<file path="config.mk">
export PLATFORM = sky130hd
export DESIGN_NAME = npms_dist_unit
export DESIGN_NICKNAME = d
export VERILOG_FILES = /design/src/rtl/npms_pkg.sv /design/src/rtl/npms_dist_unit.sv
export SDC_FILE = /design/constraint.sdc
export NUM_CORES = 1
export LEC_CHECK = 0
export BUFFER_PORTS_ARGS = -buffer_cell sky130_fd_sc_hd__clkbuf_2
export CORE_AREA = 2 2 161 163
export CTS_BUF_LIST = sky130_fd_sc_hd__clkbuf_16
export DETAILED_ROUTE_END_ITERATION = 10
export DIE_AREA = 0 0 163 165
export PLACE_DENSITY = 0.86
export SLEW_MARGIN = 5
export SYNTH_ARGS = -nofsm -noshare
export SYNTH_HDL_FRONTEND = slang
export SYNTH_SLANG_ARGS = --single-unit
</file>
<file path="constraint.sdc">
create_clock -name clk -period 5.3 [get_ports clk]
set_clock_uncertainty 0.15 [all_clocks]
set_input_delay 1.06 -clock clk [delete_from_list [all_inputs] [get_ports clk]]
set_output_delay 1.06 -clock clk [all_outputs]
set_load 0.005 [all_outputs]
</file>
<file path="src/rtl/npms_pkg.sv">
// Shared types and constants for the nearest point Manhattan search block.
`timescale 1ns / 1ps

package npms_pkg;

    localparam int MAX_POINTS = 1024;
    localparam int ADDR_W     = (MAX_POINTS > 1) ? $clog2(MAX_POINTS) : 1;
    localparam int CNT_W      = $clog2(MAX_POINTS + 1);
    localparam int COORD_W    = 32;
    localparam int ABS_W      = 32;
    localparam int DIST_W     = 34;
    localparam int IDX_W      = 10;

    localparam logic [DIST_W-1:0] LIMIT_RESET = 34'd65470464;

    typedef enum logic [1:0] {
        CMD_LOAD  = 2'd0,
        CMD_QUERY = 2'd1,
        CMD_CLEAR = 2'd2
    } cmd_t;

    typedef enum logic [1:0] {
        ST_IDLE,
        ST_SCAN,
        ST_DRAIN,
        ST_DONE
    } state_t;

    typedef struct packed {
        logic [1:0]                command;
        logic signed [COORD_W-1:0] x_coord;
        logic signed [COORD_W-1:0] y_coord;
        logic signed [COORD_W-1:0] z_coord;
    } in_word_t;

    typedef struct packed {
        logic [IDX_W-1:0]  nearest_index;
        logic [DIST_W-1:0] nearest_distance;
        logic              found_within;
    } out_word_t;

    typedef struct packed {
        logic signed [COORD_W-1:0] x;
        logic signed [COORD_W-1:0] y;
        logic signed [COORD_W-1:0] z;
    } point_t;

    // Issue side of the distance unit
    typedef struct packed {
        logic              valid;
        logic [ADDR_W-1:0] tag;
    } dist_ctrl_t;

    // Result side of the distance unit
    typedef struct packed {
        logic              busy;
        logic              valid;
        logic [ADDR_W-1:0] tag;
    } dist_res_t;

endpackage

</file>
<file path="src/rtl/npms_dist_unit.sv">
// Shared two-stage L1 distance unit: absolute differences, then their sum.
`timescale 1ns / 1ps

module npms_dist_unit (
    input  logic                              clk,
    input  logic                              rst_n,
    input  npms_pkg::dist_ctrl_t              in_ctrl,
    input  npms_pkg::point_t                  query,
    input  npms_pkg::point_t                  stored,
    output npms_pkg::dist_res_t               out_ctrl,
    output logic [npms_pkg::DIST_W-1:0]       distance
);

    logic                             s1_valid_reg;
    logic [npms_pkg::ADDR_W-1:0]      s1_tag_reg;
    logic [npms_pkg::ABS_W-1:0]       ax_reg;
    logic [npms_pkg::ABS_W-1:0]       ay_reg;
    logic [npms_pkg::ABS_W-1:0]       az_reg;
    logic                             s2_valid_reg;
    logic [npms_pkg::ADDR_W-1:0]      s2_tag_reg;
    logic [npms_pkg::DIST_W-1:0]      sum_reg;

    logic [npms_pkg::ABS_W-1:0]       ax_next;
    logic [npms_pkg::ABS_W-1:0]       ay_next;
    logic [npms_pkg::ABS_W-1:0]       az_next;
    logic [npms_pkg::DIST_W-1:0]      sum_next;

    // Absolute difference: both subtractions side by side, pick by sign
    function automatic logic [npms_pkg::ABS_W-1:0] abs_diff(
        input logic signed [npms_pkg::COORD_W-1:0] a,
        input logic signed [npms_pkg::COORD_W-1:0] b
    );
        logic [npms_pkg::COORD_W:0] d_ab;
        logic [npms_pkg::COORD_W:0] d_ba;
        d_ab = {a[npms_pkg::COORD_W-1], a} - {b[npms_pkg::COORD_W-1], b};
        d_ba = {b[npms_pkg::COORD_W-1], b} - {a[npms_pkg::COORD_W-1], a};
        abs_diff = d_ab[npms_pkg::COORD_W] ? d_ba[npms_pkg::ABS_W-1:0]
                                           : d_ab[npms_pkg::ABS_W-1:0];
    endfunction

    always_comb
    begin
        ax_next  = abs_diff(query.x, stored.x);
        ay_next  = abs_diff(query.y, stored.y);
        az_next  = abs_diff(query.z, stored.z);
        sum_next = npms_pkg::DIST_W'(ax_reg) + npms_pkg::DIST_W'(ay_reg)
                 + npms_pkg::DIST_W'(az_reg);
    end

    // Advance valid flags
    always_ff @(posedge clk or negedge rst_n)
    begin
        if (!rst_n)
        begin
            s1_valid_reg <= 1'b0;
            s2_valid_reg <= 1'b0;
        end
        else
        begin
            s1_valid_reg <= in_ctrl.valid;
            s2_valid_reg <= s1_valid_reg;
        end
    end

    // Hold stage payloads
    always_ff @(posedge clk)
    begin
        s1_tag_reg <= in_ctrl.tag;
        ax_reg     <= ax_next;
        ay_reg     <= ay_next;
        az_reg     <= az_next;
        s2_tag_reg <= s1_tag_reg;
        sum_reg    <= sum_next;
    end

    assign out_ctrl.busy  = s1_valid_reg;
    assign out_ctrl.valid = s2_valid_reg;
    assign out_ctrl.tag   = s2_tag_reg;
    assign distance       = sum_reg;

endmodule

</file>
# Word level (Yosys, flattened, before mapping)
# Cells that the tools add are included.
# word_totals
in_bits,205
wordCells,19
out_inout_bits,46
ff_bits,152
# op_classes
n_mux,3
addsub,8
# ops
op,count
$sub 32x32->33,3
$mux 32,3
$sub 32x32->32,3
$add 33x32->34,1
$add 32x32->33,1

# Longest topological paths before layout
# Gate-level depths: netlist (run 1).
# logic_depth
ltp_word,2
ltp_mapped,15
depth_no_buf,15

# Worst setup path after synthesis (run 1)
# Ideal clock, no wire load.
# synth_timing
kind,input to register
start,input port query[32] in the netlist's numbering
end,register ay_reg[29] in the netlist's numbering
setup_ps,126
required_time_ps,5024
arrival_ps,3606
setup_slack_ps,1418
stages,13
n_path_buf,0
cell_sequence,inv_1 -> ha_1 -> fa_1 -> and2b_1 -> o211ai_1 -> and3b_1 -> o31a_1 -> a31o_4 -> o21ai_4 -> mux2_1 -> o21ai_1 -> a41oi_2 -> xnor2_1
# synth_between
elab_chain_len,2
elab_cells_between_ends,3
cone_classes,add/sub (2); mux (1)
# synth_rtl
element,line,source
from (decl),npms_dist_unit.sv:8,"input npms_pkg::point_t query,"
$sub 32x32->33 / $sub 32x32->32 (equally long branches),"npms_dist_unit.sv:35, npms_dist_unit.sv:36",
$mux 32 *,npms_dist_unit.sv:37,abs_diff = d_ab[npms_pkg::COORD_W] ? d_ba[npms_pkg::ABS_W-1:0]
net ay_next (one bit),npms_dist_unit.sv:24,logic [npms_pkg::ABS_W-1:0] ay_next;
to (signal assigned),npms_dist_unit.sv:70,ay_reg <= ay_next;
to (decl),npms_dist_unit.sv:17,logic [npms_pkg::ABS_W-1:0] ay_reg;
# The timed path passes the listed nets; every way through them passes the cells marked *.

# Worst setup path in the final report (run 1)
# layout_timing
start,input port query[14] in the netlist's numbering
end,register az_reg[6] in the netlist's numbering
# layout_between
elab_chain_len,2
# layout_rtl
element,line,source
$sub 32x32->33,npms_dist_unit.sv:35,"d_ab = {a[npms_pkg::COORD_W-1], a} - {b[npms_pkg::COORD_W-1], b};"
$mux 32,npms_dist_unit.sv:37,
net az_next (one bit),npms_dist_unit.sv:25,logic [npms_pkg::ABS_W-1:0] az_next;
to (signal assigned),npms_dist_unit.sv:71,az_reg <= az_next;
to (decl),npms_dist_unit.sv:18,logic [npms_pkg::ABS_W-1:0] az_reg;
# The timed path passes the listed nets, and every way through them passes these cells.

==> summary.md, run 1 <==
| Metric | Value |
|---|---|
| Post-synthesis sequential area ratio | 19.6% |
| Initial antenna violation count | 0 |
| Sw frac | 44.4% |
| Hold endpoint | s2_tag_reg[5]$_DFF_P_ |
| Yosys top cell by area | dfxtp_1 |
| Nets | 2562 |
| Post-synth ARST share | 1.32% |
| Avg Cell Area, Syn | 8.12 um^2 |
| Die area | 26900 um^2 |
| CP Launch Type | primary input |
| Worst rel slew slack | 24.4% |
| Synth area leaders | dfxtp_1, ha_1, inv_1, a21oi_1, a21o_1 |
| Initial drt markers | 1007 |
| Min Tclk post-route | 4.42 ns |
| M2 GR Usage | 53.5% |
| P&R area growth vs syn | 11.7% |
| Post-synth EDFFs | 0 |
| Commonest non-fill, non-tap cell in the layout | clkbuf_2 |
| CP max-delay cell | a31oi_4 |
| Final worst-path cycle share | 83.4% |
| Synth Instances | 1916 |
| Area of the multi-input gates | 11100 um^2 |
| Most frequent cells in the layout | clkbuf_2, inv_1, ha_1, a21oi_1, dfxtp_1 |
| Reg power frac | 23.7% |
| Final setup viols | 0 |
| Placer Congestion | 0.962 |
| Drt wl/cell | 17.2 um |
| Post-synth cell types | 89 |
| Worst Tran Pin Value | 1.12 ns |
| Synthesized area | 15500 um^2 |
| Grt met3 use | 4.12% |
| Hold Path Cell Cnt | 0 |
| Critical-path cell list | clkbuf_2, inv_1, ha_1, nand2_1, nor4_2, a221oi_1, o211ai_1, a31oi_1, o21ai_2, a31oi_4, buf_4, a211oi_1, a31oi_1, xor2_1 |
| Req. time, crit path | 5.50 ns |
| Core Region | 25000 um^2 |
| CTS Sinks | 152 |
| Fmax | 226 MHz |
| Reg clk slew, reported paths | 0.07 ns |
| N_diodes | 0 |
| Critical R2R Launch | ax_reg[2]$_DFF_P_ |
| Post-CTS setup buffer count | 0 |
| Critical path launch point | query[14] |
| Min-delay worst type | register to register |
| Worst Path Max Fanout | 25 |
| GRT met1 Usage | 38.5% |
| Status | finished clean |
| Max FFs per register | 34 |
| Sw Pwr | 3420 uW |
| Syn_nets | 2380 |
| Clk root buf | clkbuf_16 |
| P per Cell Area | 443 nW/um^2 |
| Worst Path Arrival | 4.62 ns |
| Row count | 58 |
| CTS tree | built |
| RSZ-0062 raised after global routing | no |
| PostCTS Resize Cnt | 0 |
| WL final | 41.9 mm |
| Logic gate share of total power | 60.9% |
| Layout cells sized above 1 | 15.4% |
| Cts bufs inserted | 17 |
| Drt pass-1 iters | 7 |
| Clk network pwr share | 15.3% |
| CP most frequent cell | a31oi_1 |
| Input/output buffers | 250 |
| Synth Warn # | 0 |
| Setup crit end kind | register |
| FF+latch area | 3050 um^2 |
| CP peak stage delay | 0.74 ns |
| Final Hold Violating Endpoints | 0 |
| Sum Neg Setup Slack | 0 ns |
| DR vias/cell | 5.88 |
| Fillers | 2105 |
| FF+latch count, synth | 152 |
| Fin. max-slew vios | 0 |
| Hold_buf cts | 0 |
| CTS H-tree lvls | 4 |
| Chip Width | 163 um |
| R2r endpoint | distance[28]$_DFF_P_ |
| LEAKAGE | 0.00906 uW |
| Pint | 4280 uW |
| GRT Util Overall | 30.8% |
| Clk_lat worst skew | 0.44 ns |
| Drt drc | 0 |
| Post-route ant nets | 0 |
| Top Ports | 251 |
| Largest net degree at the start of global routing | 30 |
| GR peak layer | met2 |
| Max-cap viol count | 0 |
| Die height | 165 um |
| Max VDD drop | 0.387 mV |
| Synth top area share | 19.3% |
| Global route overflow | 0 |
| Routed vias | 14400 |
| Placed wire-length estimate | 34.4 mm |
| Min-delay src | s1_tag_reg[5]$_DFF_P_ |
| Prevailing post-synth register cell | dfxtp_1 |
| Starting Density | 62.1% |
| Hold Slack | 0.178 ns |
| Cells on worst reg2reg path | 12 |
| R2R setup slack | 1.54 ns |
| Bufs on Longest Clock Path | 2 |
| First-pass GRT wire length | 67.0 mm |
| Critical path type | primary input to register |
| Vias in the first global route | 14000 |
[through the flow]
step	worst slack, ns	instances	total power (uW)	utilization [%]	cell area (um^2)
floorplan	1.42	1916	5230	-	15500
global placement	0.763	2409	6260	67.0	16800
detailed placement	0.590	2409	6380	67.0	16800
CTS	0.972	2441	7640	69.4	17400
global route	0.719	2441	8270	69.4	17400
finish	0.879	2441	7700	69.4	17400
[power by group through the flow]
stage	sequential [uW]	clock [uW]	combinational (uW)
3_5_place_dp	1850	0	4530
4_1_cts	1830	1190	4630
6_report	1830	1180	4690
5_1_grt	1850	1240	5180
2_1_floorplan	1750	0	3480
3_3_place_gp	1840	0	4420
[cells in the mapped netlist, drive strengths merged (5+ instances only)]
cell type  number
inv           239
ha            220
a21oi         180
dfxtp         150
nand2         113
a21o          110
nor2          100
o21ai          91
xnor2          70
buf            49
xor2           47
clkbuf         43
mux2i          43
fa             39
nor3           31
o21a           29
o21bai         29
a31oi          28
nand4          28
nor2b          28
nand3          26
a211oi         18
o211ai         15
o31ai          15
nand2b         14
or3            10
and2            9
and3            9
o41ai           8
a221oi          7
mux2            7
nand3b          7
o22ai           7
o31a            7
a31o            6
and3b           6
and4            6
nor4            6
a221o           5
o2111ai         5
or2             5
[worst max-delay path, delay by kind of cell]
| kind | cells | cell delay [ns] |
|---|---|---|
| compound gates | 7 | 2.06 |
| buf+inv | 3 | 0.53 |
| fa+ha+maj | 1 | 0.44 |
| simple gates | 2 | 0.31 |
| xor+xnor | 1 | 0.20 |
[per-layer routing]
metal / routed length, um / share of wire [%] / up-vias
met5: 0 / 0 / -
met4: 1570 / 3.7 / 0
met3: 2510 / 6.0 / 105
met2: 19900 / 47 / 599
met1: 17900 / 43 / 6617
li1: - / - / 7037
[area by class of cell]
class	instances	area share, %
repair buffers	255	7.42
inverters	239	5.17
well taps	330	2.38
clock inverters	15	0.915
clock buffers	17	2.45
flip-flops and latches	152	17.6
multi-input cells	1433	64.1
[how the worst max path moves through the flow]
| stage | end | slack (ns) | cells after the start |
|---|---|---|---|
| 2_1_floorplan | ay_reg[29]$_DFF_P_ | 1.42 | 13 |
| 3_3_place_gp | az_reg[3]$_DFF_P_ | 0.76 | 14 |
| 3_5_place_dp | az_reg[6]$_DFF_P_ | 0.59 | 14 |
| 4_1_cts | az_reg[6]$_DFF_P_ | 0.97 | 14 |
| 5_1_grt | az_reg[6]$_DFF_P_ | 0.72 | 14 |
| 6_report | az_reg[6]$_DFF_P_ | 0.88 | 14 |
[kinds of logic after synthesis]
family	Yosys count	synth area share, %
multiplexers	50	3.28
buffers and inverters	331	8.77
AND/OR/NAND/NOR	404	12.8
AO/OA/AOI/OAI	603	26.2
XOR/XNOR	117	6.59
adder cells (fa/ha/maj)	259	22.7
flip-flops	152	19.6
No activity file was read; power rests on OpenSTA's default activity.
==> inputs of run 2 (changes only) <==
--- a/config.mk
+++ b/config.mk
@@ -6,11 +6,11 @@
 export NUM_CORES = 1
 export LEC_CHECK = 0
 export BUFFER_PORTS_ARGS = -buffer_cell sky130_fd_sc_hd__clkbuf_2
-export CORE_AREA = 2 2 161 163
+export CORE_AREA = 2 2 166 168
 export CTS_BUF_LIST = sky130_fd_sc_hd__clkbuf_16
 export DETAILED_ROUTE_END_ITERATION = 10
-export DIE_AREA = 0 0 163 165
-export PLACE_DENSITY = 0.86
+export DIE_AREA = 0 0 168 170
+export PLACE_DENSITY = 0.82
 export SLEW_MARGIN = 5
 export SYNTH_ARGS = -nofsm -noshare
 export SYNTH_HDL_FRONTEND = slang
==> constraint.sdc (replaced) <==
create_clock -name clk -period 4.19 [get_ports clk]
set_clock_uncertainty 0.15 [all_clocks]
set_input_delay 0.838 -clock clk [delete_from_list [all_inputs] [get_ports clk]]
set_output_delay 0.838 -clock clk [all_outputs]
set_load 0.005 [all_outputs]
==> run 2 against run 1 <==
- sequential cell count did not move
- combinational power rose by 28%
- utilization fell by 2.8 points
- setup slack got worse by 0.47 ns
- register-to-register slack got worse by 1.1 ns
- global-route usage fell by 1.4 points
- hold slack got worse by 0.15 ns
- via count rose by 0.50%
- critical path type is now register to register
==> summary.md, run 2 (synthesized netlist as in run 1, its figures left out) <==
| Metric | Value |
|---|---|
| Status | finished clean |
| FF+latch area | 3050 um^2 (unchanged) |
| Bufs on Longest Clock Path | 2 (unchanged) |
| R2r endpoint | distance[28]$_DFF_P_ |
| Sum Neg Setup Slack | 0 ns (unchanged) |
| Clk_lat worst skew | 0.44 ns (about the same) |
| Fin. max-slew vios | 0 (unchanged) |
| Row count | 60 (+3.4%) |
| Fin util | 66.6% (-2.8 points) |
| Die area | 28600 um^2 (+6.2%) |
| PostCTS Resize Cnt | 0 (unchanged) |
| P per Cell Area | 553 nW/um^2 (+25%) |
| Final setup viols | 0 (unchanged) |
| Worst rel slew slack | 42.0% (+18 points) |
| CTS tree | built |
| N_diodes | 0 (unchanged) |
| Critical R2R Launch | ax_reg[2]$_DFF_P_ |
| Starting Density | 58.3% (-3.8 points) |
| Design area | 17700 um^2 (+2.1%) |
| First-pass GRT wire length | 68.8 mm (+2.6%) |
| Min-delay worst type | primary input to asynchronous set/reset pin |
| Nets | 2605 (+1.7%) |
| Top Ports | 251 (unchanged) |
| Commonest non-fill, non-tap cell in the layout | clkbuf_2 |
| CTS Sinks | 152 (unchanged) |
| Total power | 9820 uW (+28%) |
| R2R setup slack | 0.41 ns (-1.13 ns) |
| CTS H-tree lvls | 4 (unchanged) |
| Core Region | 26700 um^2 (+6.4%) |
| Post-route ant nets | 0 (unchanged) |
| Fmax | 265 MHz |
| Initial drt markers | 1043 (+3.6%) |
| Cts bufs inserted | 17 (unchanged) |
| Placer Congestion | 0.921 (-4.2%) |
| GRT Util Overall | 29.4% (-1.4 points) |
| Final worst-path cycle share | 90.2% |
| Final Hold Violating Endpoints | 0 (unchanged) |
| Placed wire-length estimate | 35.2 mm (+2.4%) |
| Routed vias | 14400 (+0.50%) |
| Worst Tran Pin Value | 0.862 ns (-0.263 ns) |
| P&R area growth vs syn | 14.1% |
| Global route overflow | 0 (unchanged) |
| Setup crit end kind | register |
| Clk root buf | clkbuf_16 |
| Layout cells sized above 1 | 17.2% (+1.7 points) |
| Req. time, crit path | 4.35 ns (-1.15 ns) |
| WL final | 42.4 mm (+1.3%) |
| Largest net degree at the start of global routing | 30 (unchanged) |
| Initial antenna violation count | 0 (unchanged) |
| Min Tclk post-route | 3.78 ns |
| Max FFs per register | 34 (unchanged) |
| Fillers | 2280 (+8.3%) |
| Chip Width | 168 um (+3.1%) |
| Drt wl/cell | 17.0 um (-0.89%) |
| LEAKAGE | 0.00929 uW (+2.5%) |
| Critical path type | register to register |
| RSZ-0062 raised after global routing | no |
| Area of the multi-input gates | 11100 um^2 (unchanged) |
| Final Non-Filler Cells | 2495 (+2.2%) |
| CP Launch Type | register |
| Cells on worst reg2reg path | 12 (unchanged) |
| Hold_buf cts | 0 (unchanged) |
| Post-CTS setup buffer count | 0 (unchanged) |
| Reg clk slew, reported paths | 0.08 ns (about the same) |
| Placed Area | 17200 um^2 (+2.2%) |
| Vias in the first global route | 14000 (+0.16%) |
| Most frequent cells in the layout | clkbuf_2, inv_1, ha_1, a21oi_1, dfxtp_1 |
| Drt drc | 0 (unchanged) |
| Worst Path Max Fanout | 3 (-88%) |
| Worst Path Arrival | 3.94 ns (-0.68 ns) |
| Max VDD drop | 0.521 mV (+35%) |
| Die height | 170 um (+3.0%) |
| Input/output buffers | 250 (unchanged) |
| Cells after DPL | 2463 (+2.2%) |
| Drt pass-1 iters | 6 (-1) |
| Max-cap viol count | 0 (unchanged) |
| DR vias/cell | 5.78 (-1.7%) |
[run 2: changes by cell type in the layout (fill, tap and decap cells not counted)]
cell | before | now
clkinv_1 | 1 | 0
inv_6 | 3 | 5
clkinv_4 | 3 | 2
buf_4 | 5 | 45
clkinvlp_4 | 3 | 1
clkinv_2 | 0 | 1
bufinv_16 | 1 | 0
clkinv_8 | 1 | 3
buf_12 | 0 | 3
[run 2: report_power, final]
group	internal [uW]	switching, uW
registers	2000	322
logic	2640	3360
clock network	793	710
[run 2: layer usage]
| layer | up-vias | global-route usage [%] | part of all wire [%] |
|---|---|---|---|
| met3 | 90 | 3.58 | 4.7 |
| met2 | 484 | 51.5 | 47 |
| met5 | - | 0 | 0 |
| met4 | 0 | 11.0 | 3.4 |
| met1 | 6729 | 37.2 | 44 |
| li1 | 7127 | - | - |
[run 2: through the flow]
stage	hold WS [ns]	worst slack (ns)
3_5_place_dp	0.164	0.0862
5_1_grt	0.0191	0.235
4_1_cts	0.0189	0.434
2_1_floorplan	0.160	0.530
6_report	0.0294	0.410
3_3_place_gp	0.160	0.163
[run 2: how the worst max path moves through the flow]
stage,endpoint,slack [ns],start,cells past startpoint
3_5_place_dp,ax_reg[15]$_DFF_P_,0.09,query[64],15
5_1_grt,distance[29]$_DFF_P_,0.24,ay_reg[1]$_DFF_P_,12
4_1_cts,distance[29]$_DFF_P_,0.43,ay_reg[1]$_DFF_P_,12
2_1_floorplan,ay_reg[29]$_DFF_P_,0.53,query[32],13
6_report,distance[28]$_DFF_P_,0.41,ax_reg[2]$_DFF_P_,12
3_3_place_gp,ay_reg[29]$_DFF_P_,0.16,query[32],14
[run 2: critical path: stages, from the launching register on]
cell      delay [ns]
dfxtp_1         0.34
fa_1            0.58
ha_1            0.24
a21o_1          0.17
a21o_1          0.21
a211oi_1        0.37
nor3_1          0.15
o21a_1          0.24
a221o_1         0.33
a21oi_1         0.37
o31a_1          0.24
o21ai_0         0.12
xor2_1          0.16
[run 2: area by class of cell]
class | instances | share of cell area [%]
sequential | 152 | 17.2
clock inverter | 15 | 0.882
timing repair buffer | 298 | 9.30
clock buffer | 17 | 2.40
tap | 341 | 2.41
multi-input combinational | 1433 | 62.8
inverter | 239 | 5.06
==> inputs of run 3 (changes only) <==
--- a/config.mk
+++ b/config.mk
@@ -6,10 +6,10 @@
 export NUM_CORES = 1
 export LEC_CHECK = 0
 export BUFFER_PORTS_ARGS = -buffer_cell sky130_fd_sc_hd__clkbuf_2
-export CORE_AREA = 2 2 166 168
+export CORE_AREA = 2 2 152 183
 export CTS_BUF_LIST = sky130_fd_sc_hd__clkbuf_16
 export DETAILED_ROUTE_END_ITERATION = 10
-export DIE_AREA = 0 0 168 170
+export DIE_AREA = 0 0 154 185
 export PLACE_DENSITY = 0.82
 export SLEW_MARGIN = 5
 export SYNTH_ARGS = -nofsm -noshare
==> constraint.sdc (replaced) <==
create_clock -name clk -period 4.2 [get_ports clk]
set_clock_uncertainty 0.15 [all_clocks]
set_input_delay 0.84 -clock clk [delete_from_list [all_inputs] [get_ports clk]]
set_output_delay 0.84 -clock clk [all_outputs]
set_load 0.005 [all_outputs]
==> run 3 against run 2 <==
- combinational power down 2%
- clock power increased by 5%
- first-iteration DRC count down 23%
- hold slack worse by 0.011 ns
- clock-buffer cell count unchanged
- via count grew 0.39%
- wire length is 0.44% higher
- fmax up 0.12%
- critical endpoint is now distance[29]$_DFF_P_
- utilization down 0.36 points
- largest cell class unchanged
- final cell count up 0.16%
- highest routed layer unchanged
- global-route usage fell by 0.28 points
==> summary.md, run 3 (synthesized netlist as in run 1, its figures left out) <==
| Metric | Value |
|---|---|
| Sw frac | 43.4% (-1.3 points) |
| Drt drc | 0 (unchanged) |
| Reg clk slew, reported paths | 0.07 ns (about the same) |
| CP Launch Type | register |
| Post-route ant nets | 0 (unchanged) |
| P per Cell Area | 552 nW/um^2 (-0.28%) |
| Nets | 2609 (+0.15%) |
| Layout cells sized above 1 | 17.2% (about the same) |
| Worst Path Arrival | 3.99 ns (+0.05 ns) |
| GRT Util Overall | 29.2% (-0.28 points) |
| Worst Path Max Fanout | 4 (+1) |
| Final worst-path cycle share | 89.9% (-0.33 points) |
| FF+latch area | 3050 um^2 (unchanged) |
| Min-delay worst type | primary input to asynchronous set/reset pin |
| Design area | 17800 um^2 (+0.16%) |
| Top Ports | 251 (unchanged) |
| Chip Width | 154 um (-8.3%) |
| Hold_buf cts | 0 (unchanged) |
| Pint | 5550 uW (+2.3%) |
| RSZ-0062 raised after global routing | no |
| WL final | 42.6 mm (+0.44%) |
| DR vias/cell | 5.80 (+0.23%) |
| Critical R2R Launch | ay_reg[1]$_DFF_P_ |
| Fillers | 2316 (+1.6%) |
| Core Region | 26800 um^2 (+0.70%) |
| Worst Tran Pin Value | 0.718 ns (-0.144 ns) |
| Post-CTS setup buffer count | 0 (unchanged) |
| Critical-path cell list | fa_1, ha_1, fa_1, a21o_1, a21oi_1, or4_1, nand2_1, o21a_1, o31ai_1, o2111ai_1, a21boi_0, xnor2_1 |
| Bufs on Longest Clock Path | 2 (unchanged) |
| Min Tclk post-route | 3.77 ns (-0.00467 ns) |
| Placer Congestion | 0.956 (+3.8%) |
| Final Non-Filler Cells | 2499 (+0.16%) |
| Initial antenna violation count | 1 (+1) |
| Area of the multi-input gates | 11100 um^2 (unchanged) |
| Cts bufs inserted | 17 (unchanged) |
| Clk_lat worst skew | 0.44 ns (about the same) |
| Critical path type | register to register |
| Commonest non-fill, non-tap cell in the layout | clkbuf_2 |
| Req. time, crit path | 4.41 ns (+0.06 ns) |
| CTS tree | built |
| Largest net degree at the start of global routing | 30 (unchanged) |
| PostCTS Resize Cnt | 0 (unchanged) |
| Fmax | 265 MHz (+0.12%) |
| Max VDD drop | 0.444 mV (-15%) |
| Row count | 66 (+10%) |
| Starting Density | 57.9% (-0.41 points) |
| Clk root buf | clkbuf_16 |
| LEAKAGE | 0.00931 uW (+0.19%) |
| Max FFs per register | 34 (unchanged) |
| Placed wire-length estimate | 35.3 mm (about the same) |
| Global route overflow | 0 (unchanged) |
| Final setup viols | 0 (unchanged) |
| CP max-delay cell | fa_1 |
| Setup crit end kind | register |
| Clk network pwr share | 16.0% (+0.7 points) |
| CTS Sinks | 152 (unchanged) |
| Die height | 185 um (+8.8%) |
| Logic gate share of total power | 60.2% (-0.9 points) |
| Initial drt markers | 799 (-23%) |
| CP most frequent cell | fa_1 |
| Most frequent cells in the layout | clkbuf_2, inv_1, ha_1, a21oi_1, dfxtp_1 |
| P&R area growth vs syn | 14.3% |
| Placed Area | 17200 um^2 (about the same) |
| Routed vias | 14500 (+0.39%) |
| Sum Neg Setup Slack | 0 ns (unchanged) |
| Status | finished clean |
| Fin. max-slew vios | 0 (unchanged) |
| Reg power frac | 23.8% (+0.2 points) |
| CTS H-tree lvls | 4 (unchanged) |
| Drt pass-1 iters | 5 (-1) |
| Cells after DPL | 2466 (+0.12%) |
| Die area | 28500 um^2 (-0.25%) |
| Drt wl/cell | 17.0 um (+0.28%) |
| Vias in the first global route | 13800 (-1.5%) |
| Input/output buffers | 250 (unchanged) |
| CP peak stage delay | 0.47 ns (-0.11 ns) |
| Critical path launch point | ay_reg[1]$_DFF_P_ |
| Worst rel slew slack | 51.6% (+9.6 points) |
| Max-cap viol count | 0 (unchanged) |
| Final Hold Violating Endpoints | 0 (unchanged) |
| Sw Pwr | 4260 uW (-3.1%) |
| First-pass GRT wire length | 67.3 mm (-2.2%) |
-- run 3: changes by cell type in the layout (fill, tap and decap cells not counted), sizes merged --
cell	delta
inv	-3
bufinv	+3
clkinvlp	+2
diode	+1
buf	+4
clkinv	-2
-- run 3: critical path: cells and delay by family, from the launching register on --
family,cells,cell delay [ns]
DFF,1,0.38
xor gates and xnor gates,1,0.14
adders and majority gates,3,1.18
and+or+nand+nor,2,0.31
AOI/OAI and AO/OA,6,1.54
-- run 3: final timing paths --
path	end	slack (ns)	cells past startpoint
worst min-delay path	s1_valid_reg$_DFF_PN0_	0.02	1
min in group clk	s2_tag_reg[1]$_DFF_P_	0.18	0
worst min register to register	s2_tag_reg[1]$_DFF_P_	0.18	0
worst max register to register	distance[29]$_DFF_P_	0.43	12
worst max-delay path	distance[29]$_DFF_P_	0.43	12
max in group asynchronous	s2_valid_reg$_DFF_PN0_	3.79	1
-- run 3: power groups by stage --
stage	Clock, uW	Combinational, uW	Sequential (uW)
finish	1570	5900	2330
global route	1650	6580	2370
CTS	1590	5850	2340
detailed placement	0	5750	2370
global placement	0	5620	2370
floorplan	0	4390	2210
-- run 3: metrics by stage --
stage	setup WS (ns)	hold slack, ns	power, uW	utilization [%]
5_1_grt	0.267	0.0177	10600	66.2
6_report	0.425	0.0188	9810	66.2
2_1_floorplan	0.538	0.160	6600	-
3_3_place_gp	0.200	0.160	7990	63.9
3_5_place_dp	0.0997	0.164	8120	63.9
4_1_cts	0.434	0.00965	9780	66.2
-- run 3: cell type report --
cell class / count / share of cell area (%)
inverters: 239 / 5.05
clock buffers: 17 / 2.39
repair buffers: 302 / 9.31
multi-input cells: 1433 / 62.7
flip-flops and latches: 152 / 17.2
well taps: 340 / 2.39
diodes: 1 / 0.0141
clock inverters: 15 / 1.01
-- run 3: per-layer routing --
metal / up-vias / track usage, % / share of wire, %
met3: 135 / 4.07 / 4.8
met5: - / 0 / 0
met1: 6742 / 34.0 / 41
met4: 0 / 17.2 / 5.9
met2: 471 / 51.0 / 48
li1: 7138 / - / -
